### config.mk
export PLATFORM = sky130hd
export DESIGN_NAME = scrl_ring_mem
export DESIGN_NICKNAME = d
export VERILOG_FILES = /design/src/hw/rtl/scrl_ring_mem.sv
export SDC_FILE = /design/constraint.sdc
export NUM_CORES = 1
export LEC_CHECK = 0
export ABC_AREA = 0
export BUFFER_PORTS_ARGS = -buffer_cell sky130_fd_sc_hd__buf_2
export CELL_PAD_IN_SITES_DETAIL_PLACEMENT = 0
export CELL_PAD_IN_SITES_GLOBAL_PLACEMENT = 1
export CORE_UTILIZATION = 50
export CTS_CLUSTER_SIZE = 28
export DETAILED_ROUTE_END_ITERATION = 10
export PLACE_DENSITY = 0.72
export SETUP_SLACK_MARGIN = 0.4
export SLEW_MARGIN = 20
export SYNTH_ARGS = -nofsm -noshare
export SYNTH_HDL_FRONTEND = slang
export SYNTH_SLANG_ARGS = --single-unit
### constraint.sdc
create_clock -name clock -period 7 [get_ports clock]
set_clock_uncertainty 0.05 [all_clocks]
set_input_delay 2.1 -clock clock [delete_from_list [all_inputs] [get_ports clock]]
set_output_delay 2.1 -clock clock [all_outputs]
set_load 0.005 [all_outputs]
### src/hw/rtl/scrl_ring_mem.sv
// Simple synchronous memory with one write port and one registered read port.
`timescale 1ns / 1ps
`default_nettype none
module scrl_ring_mem #(
   parameter int unsigned DEPTH = 16,
   parameter int unsigned WIDTH = 40
) (
   input  wire logic                     clock,
   input  wire logic                     wr_en,
   input  wire logic [$clog2(DEPTH)-1:0] wr_addr,
   input  wire logic [WIDTH-1:0]         wr_data,
   input  wire logic [$clog2(DEPTH)-1:0] rd_addr,
   output logic      [WIDTH-1:0]         rd_data
);
   logic [WIDTH-1:0] mem [DEPTH];

   // Write and read the array; read data is registered and lands in the cycle after its address.
   always_ff @(posedge clock) begin
      if (wr_en) begin
         mem[wr_addr] <= wr_data;
      end
      rd_data <= mem[rd_addr];
   end
endmodule
`default_nettype wire

==> summary.txt, run 1 <==
Detailed routing
  • DRT Wirelength: between 50000 and 60000 µm
  • DRC Markers: 0
  • First-pass DRT Iterations: 4
  • Antenna Violating Nets Remaining: 0
  • DR WL/cell: between 20 and 30 µm
  • Initial DRC count: about 1200
  • Vias: around 11000
  • Vias per std cell: 5.904

Clock network
  • # hold bufs at CTS: 0
  • Clock Sinks: 680
  • Clk_lat worst skew: about 0.6 ns
  • # resized after CTS: 0
  • CTS Buf Count: just under 70
  • CTS tree: yes
  • CTS Root Cell: clkbuf_16
  • Postcts setup bufs: 0
  • Clock Tree Buf Depth: 3
  • H-tree depth: 3
  • Clock slew at the register clock pins of the worst setup and hold paths: 0.06 ns

Placed design
  • Cell count after placement: approximately 1800
  • Placed inst area: ~0.026 mm²
  • GPL Wtd Cong: ~0.72
  • Port buffer count: a little under 90
  • Post-DP HPWL: approximately 25000 µm

Power
  • Leak Pwr: roughly 9.5 nW
  • Pwr Total: slightly below 9 mW
  • PwrDens: 300.4 mW/mm²
  • Max IR drop VDD: about 180 µV

Setup path
  • CP Data Required Time: roughly 7.4 ns
  • CP Capture Type: register
  • Setup crit start: rd_addr[0]
  • Worst R2R Start: mem[2][21]$_DFFE_PP_
  • CP Max Fanout: 87
  • Critical Path AT: roughly 4.2 ns
  • Critical path type: input pin to register
  • Critical Path Start Type: input pin

Logic synthesis
  • Mean Syn Cell Area: between 20 and 25 µm²
  • #FFs+latches synth: a little under 700
  • Synth warn: 0
  • Top cells by area, synth: edfxtp_1 76%, mux4_2 9.0%, mux4_1 6.3%
  • Gate Count Post-Synth: about 1000
  • Cell variety after synth: 19
  • Post-synth top area share: 0.7647
  • Synth area leader: edfxtp_1
  • Register area share after synthesis: 0.7966
  • Syn nets: roughly 1100
  • Synthesized area: between 0.02 and 0.03 mm²

STA
  • Tmin final: 3.829 ns
  • Period utilisation layout: 0.5470
  • Endpoints failing hold: 0
  • Pins Over Slew Limit: 0
  • Setup_tns: 0 ns
  • Worst rel slew slack: 0.2750
  • Least-Margin Pin Slew: between 1 and 1.5 ns
  • RSZ-0062 raised after global routing: false
  • Final Setup Violations: 0
  • Fmax: about 0.26 GHz

Layout
  • Fin nets: roughly 1200
  • Finished Core Util: 0.5852
  • Layout area overhead: 14.69%
  • Layout Cells excl Fill: around 1900
  • Layout cell share with drive strength beyond 1: 0.2733
  • Fin area: roughly 0.029 mm²

Global routing
  • First-pass GRT wire length: ~77000 µm
  • Initial antenna violation count: 3
  • Largest net degree at the start of global routing: 89
  • Vias in the first global route: about 12000
  • Grt met2 use: 0.3135
  • Total Routing Usage GR: 0.2112
  • Met1 Use GR: 0.3187
  • Met3 global-route usage: 0.04450
  • GRT Residual Overflow: 0
  • GRT Max-Usage Layer: met1

Hold path
  • HP Start: mem[15][13]$_DFFE_PP_
  • Min-Delay Path Class: register to register

Run status
  • Status: finished clean

Floorplanning
  • Die area: just over 0.05 mm²
  • I/O pin cnt: 90
  • Core area: around 0.049 mm²
  • Die height: about 230 µm
  • FP Rows: 81
  • Die width: roughly 230 µm
  • Initial Utilization: 0.5102

Run
  • Max capacitance violation total: 0
-- logic make-up (layout without fill, tap and decap cells) --
family | Yosys count | in the layout | synth area share
compound gates | 80 | 80 | 0.02390
buf+inv | 53 | 246 | 0.01593
flops | 680 | 680 | 0.7966
mux | 160 | 160 | 0.1523
other cells | 0 | 1 | 0
simple gates | 67 | 67 | 0.01125
-- cells in the final DEF (no fill, tap or decap) --
| master | synthesis | final |
|---|---|---|
| nand3b_1 | 2 | 2 |
| nor3_2 | 0 | 4 |
| or3b_2 | 1 | 1 |
| and2_2 | 0 | 1 |
| clkinv_1 | 0 | 16 |
| bufinv_16 | 0 | 7 |
| diode_2 | 0 | 1 |
| dfxtp_1 | 40 | 40 |
| clkinv_2 | 0 | 7 |
| buf_6 | 1 | 1 |
| nand3_1 | 1 | 1 |
| nand2_1 | 41 | 41 |
| buf_8 | 0 | 1 |
| a22oi_1 | 80 | 80 |
| buf_16 | 0 | 5 |
| edfxtp_1 | 640 | 640 |
| buf_4 | 0 | 24 |
| nor2b_4 | 0 | 2 |
| nand2b_1 | 2 | 2 |
| clkbuf_16 | 0 | 72 |
| buf_12 | 11 | 2 |
| buf_2 | 12 | 87 |
| mux4_2 | 100 | 100 |
| clkbuf_1 | 27 | 14 |
| clkbuf_8 | 0 | 7 |
| nor2_4 | 0 | 13 |
| clkinv_8 | 0 | 3 |
| mux4_1 | 60 | 60 |
-- synthesized netlist by cell type --
cell      number
nor3_1         4
a22oi_1       80
edfxtp_1     640
dfxtp_1       40
buf_6          1
and2_1         1
mux4_1        60
nor2b_1        2
buf_12        11
nor2_1        13
nand2b_1       2
nand2_1       41
clkbuf_1      27
nand3_1        1
nand3b_1       2
buf_1          2
buf_2         12
mux4_2       100
or3b_2         1
-- through the flow --
stage          setup WS, ns  hold slack [ns]
3_5_place_dp          2.493           0.5983
6_report              3.171           0.5989
5_1_grt               2.932           0.6230
3_3_place_gp          2.474           0.5839
2_1_floorplan         1.108           0.5721
4_1_cts               3.099           0.6045
-- flip-flops by register name (all words and copies together) (netlist names) --
signal   cells
mem        640
rd_data     40
-- area by class of cell --
cell class | count | area (µm²)
Clock buffer | 93 | 1951
Timing Repair Buffer | 120 | 819.5
Tap cell | 664 | 830.8
Clock inverter | 33 | 354.1
Sequential cell | 680 | 20020
Multi-Input combinational cell | 307 | 4846
Antenna cell | 1 | 2.502
Fill cell | 3564 | 20430
-- metal layers --
metal	up-vias	wire length, µm
met2	354	23820
li1	4792	-
met5	-	10
met3	61	3435
met1	5996	23370
met4	2	803
-- worst paths after layout --
check                        end  depth (start not counted)  slack [ns]
min          rd_data[13]$_DFF_P_                          3        0.60
max           rd_data[7]$_DFF_P_                          5        3.17
max reg2reg  rd_data[21]$_DFF_P_                          3        5.57
min reg2reg  rd_data[13]$_DFF_P_                          3        0.60
-- report_power, final --
group          switching, mW  internal, mW  total [mW]
clock                   1.48          2.22        3.70
combinational          0.224         0.158       0.382
sequential            0.0255          4.55        4.58
-- worst max-delay path, stage by stage --
cell and delay (ns):
buf_8 0.70, buf_12 0.43, mux4_2 0.57, a22oi_1 0.21, nand2_1 0.13
(Power assumes the default switching activity.)
==> run 2, diff against run 1 <==
- PLACE_DENSITY: 0.72 -> 0.75
- clock period: 7 -> 3.1 ns (I/O delays scaled with it)
==> summary.txt, run 2 (synthesis results as in run 1) <==
Run status
  • Status: finished clean (unchanged)

Setup path
  • CP Cell Sequence: buf_2 (was buf_8 -> buf_12 -> mux4_2 -> a22oi_1 -> nand2_1)
  • Worst setup path end: rd_data[16] (was rd_data[7]$_DFF_P_)
  • Critical path type: register to primary output (was input pin to register)
  • Critical path's top delay family: flip-flops (was buffers and inverters)
  • Critical Path Start Type: register (was input pin)
  • Buffers & Inverters on Critical Path: 1 (was 2)
  • Setup crit start: rd_data[16]$_DFF_P_ (was rd_addr[0])
  • Worst R2R Start: mem[8][14]$_DFFE_PP_ (was mem[2][21]$_DFFE_PP_)
  • Reg2reg setup slack: 1.71 ns (was 5.57 ns)
  • CP Max Fanout: 1 (was 87)
  • Worst r2r path cells: 3 (unchanged)
  • Worst path slowest cell: dfxtp_1 (was buf_8)
  • Critical Path AT: 1.16 ns (was 4.23 ns)
  • CP Data Required Time: 2.12 ns (was 7.40 ns)
  • Crit Reg-Reg Endpoint: rd_data[14]$_DFF_P_ (was rd_data[21]$_DFF_P_)
  • CP max stage delay: 0.42 ns (was 0.70 ns)
  • CP Capture Type: primary output (was register)
  • Cell count along the critical path: 1 (was 5)

Clock network
  • CTS Root Cell: clkbuf_16 (unchanged)
  • Clock Tree Buf Depth: 3 (unchanged)
  • CTS Buf Count: 67 (was 68)
  • Clock Sinks: 680 (unchanged)
  • Postcts setup bufs: 0 (unchanged)
  • # resized after CTS: 0 (unchanged)
  • # hold bufs at CTS: 0 (unchanged)
  • H-tree depth: 3 (unchanged)
  • Clk_lat worst skew: 0.58 ns (was 0.60 ns)
  • Clock slew at the register clock pins of the worst setup and hold paths: 0.06 ns (about the same)
  • CTS tree: yes (unchanged)

Power
  • Leak Pwr: 9.544 nW (was 9.458 nW)
  • Combinational share of power: 0.046 (was 0.044)
  • P_sw: 3.857 mW (was 1.734 mW)
  • Clock power frac: 0.419 (was 0.427)
  • PwrDens: 664.1 mW/mm² (was 300.4 mW/mm²)
  • Pwr Total: 19.33 mW (was 8.658 mW)
  • Max IR drop VDD: 330.4 µV (was 175.9 µV)
  • Cell Int Power: 15.47 mW (was 6.925 mW)
  • Sequential Power Share: 0.535 (was 0.529)
  • Sw frac: 0.1995 (was 0.2002)

STA
  • Worst rel slew slack: 0.5650 (was 0.2750)
  • Pins Over Slew Limit: 0 (unchanged)
  • Fin Hold WS: 0.6054 ns (was 0.5989 ns)
  • Final Setup Violations: 0 (unchanged)
  • Tmin final: roughly 2.1 ns
  • Fmax: approximately 0.47 GHz
  • Endpoints failing hold: 0 (unchanged)
  • Setup_tns: 0 ns (unchanged)
  • RSZ-0062 raised after global routing: false (unchanged)
  • Least-Margin Pin Slew: 0.6504 ns (was 1.085 ns)
  • Period utilisation layout: 0.6914
  • Setup ws final: 0.9567 ns (was 3.171 ns)

Floorplanning
  • FP Rows: 81 (unchanged)
  • Core area: 0.04925 mm² (unchanged)
  • Die width: 226.2 µm (unchanged)
  • I/O pin cnt: 90 (unchanged)
  • Die height: 226.2 µm (unchanged)
  • Initial Utilization: 0.5102 (unchanged)
  • Die area: 0.05116 mm² (unchanged)

Detailed routing
  • Vias: 11340 (was 11210)
  • Antenna Violating Nets Remaining: 0 (unchanged)
  • First-pass DRT Iterations: 5 (was 4)
  • DRT Wirelength: 52010 µm (was 51430 µm)
  • DRC Markers: 0 (unchanged)
  • Vias per std cell: 5.950 (was 5.904)
  • DR WL/cell: 27.30 µm (was 27.10 µm)
  • Initial DRC count: 1159 (was 1208)

Layout
  • Reg with most FFs: mem (unchanged)
  • Finished Core Util: 0.5909 (was 0.5852)
  • Biggest regs: mem x640, rd_data x40 (unchanged)
  • Most common cell after layout, fill and taps aside: edfxtp_1 (unchanged)
  • Layout Cells excl Fill: 1905 (was 1898)
  • Fill cell count: 3460 (was 3564)
  • Fin area: 0.02910 mm² (was 0.02882 mm²)
  • Layout cell share with drive strength beyond 1: 0.2827 (was 0.2733)
  • Most frequent cells in the layout: 640 x edfxtp_1, 100 x mux4_2, 87 x buf_2 (unchanged)
  • Fin nets: 1234 (was 1227)
  • Max FFs per register: 640 (unchanged)
  • Layout area overhead: 15.81% (was 14.69%)

Global routing
  • First-pass GRT wire length: 76080 µm (was 76510 µm)
  • Initial antenna violation count: 6 (was 3)
  • Total Routing Usage GR: 0.2101 (was 0.2112)
  • GRT Residual Overflow: 0 (unchanged)
  • Vias in the first global route: 11610 (was 11680)
  • Largest net degree at the start of global routing: 71 (was 89)

Placed design
  • Post-DP HPWL: 24690 µm (was 25320 µm)
  • Placed inst area: 0.02687 mm² (was 0.02646 mm²)
  • Worst slack, placed: 0.5174 ns (was 2.493 ns)
  • Port buffer count: 89 (unchanged)
  • Cell count after placement: 1779 (was 1769)
  • GPL Wtd Cong: 0.6897 (was 0.7224)

Run
  • Max capacitance violation total: 0 (unchanged)

Hold path
  • Min-Delay Path Class: register to register (unchanged)
==> run 2: metal layers <==
metal	track usage	share of wire	vias up
met5	0	0.00067	-
met2	0.3283	0.49	444
li1	-	-	4803
met1	0.3014	0.42	6009
met3	0.04515	0.076	73
met4	0.05972	0.017	6
==> run 2: final cells by class <==
class	instances	area, µm²	area share
multi-input combinational	307	4873	0.1674
timing repair buffer	128	1142	0.03925
tap	664	830.8	0.02855
clock buffer	94	1986	0.06823
clock inverter	29	245.2	0.008426
antenna	3	7.507	0.0002579
sequential	680	20020	0.6878
==> run 2: tightest hold or removal path, stage by stage (launching register included) <==
cell and delay (ns):
edfxtp_1 0.31, mux4_1 0.20, a22oi_1 0.06, nand2_1 0.06
==> run 2: worst min-delay path by stage <==
| stage | start | to | slack, ns | cells after the start |
|---|---|---|---|---|
| after detailed placement | mem[12][13]$_DFFE_PP_ | rd_data[13]$_DFF_P_ | 0.60 | 3 |
| after global routing | mem[7][34]$_DFFE_PP_ | rd_data[34]$_DFF_P_ | 0.63 | 3 |
| after floorplan | mem[15][0]$_DFFE_PP_ | rd_data[0]$_DFF_P_ | 0.57 | 3 |
| after global placement | mem[12][33]$_DFFE_PP_ | rd_data[33]$_DFF_P_ | 0.59 | 3 |
| after CTS | mem[7][34]$_DFFE_PP_ | rd_data[34]$_DFF_P_ | 0.61 | 3 |
| final | mem[7][6]$_DFFE_PP_ | rd_data[6]$_DFF_P_ | 0.61 | 3 |
==> run 2: power groups by stage <==
stage / Sequential (mW) / Clock, mW / Combinational (mW)
after global placement: 10.5 / 0 / 0.881
after floorplan: 10.5 / 0 / 0.504
final: 10.3 / 8.10 / 0.891
after detailed placement: 10.5 / 0 / 0.901
after CTS: 10.3 / 8.24 / 0.905
after global routing: 10.4 / 8.58 / 0.960
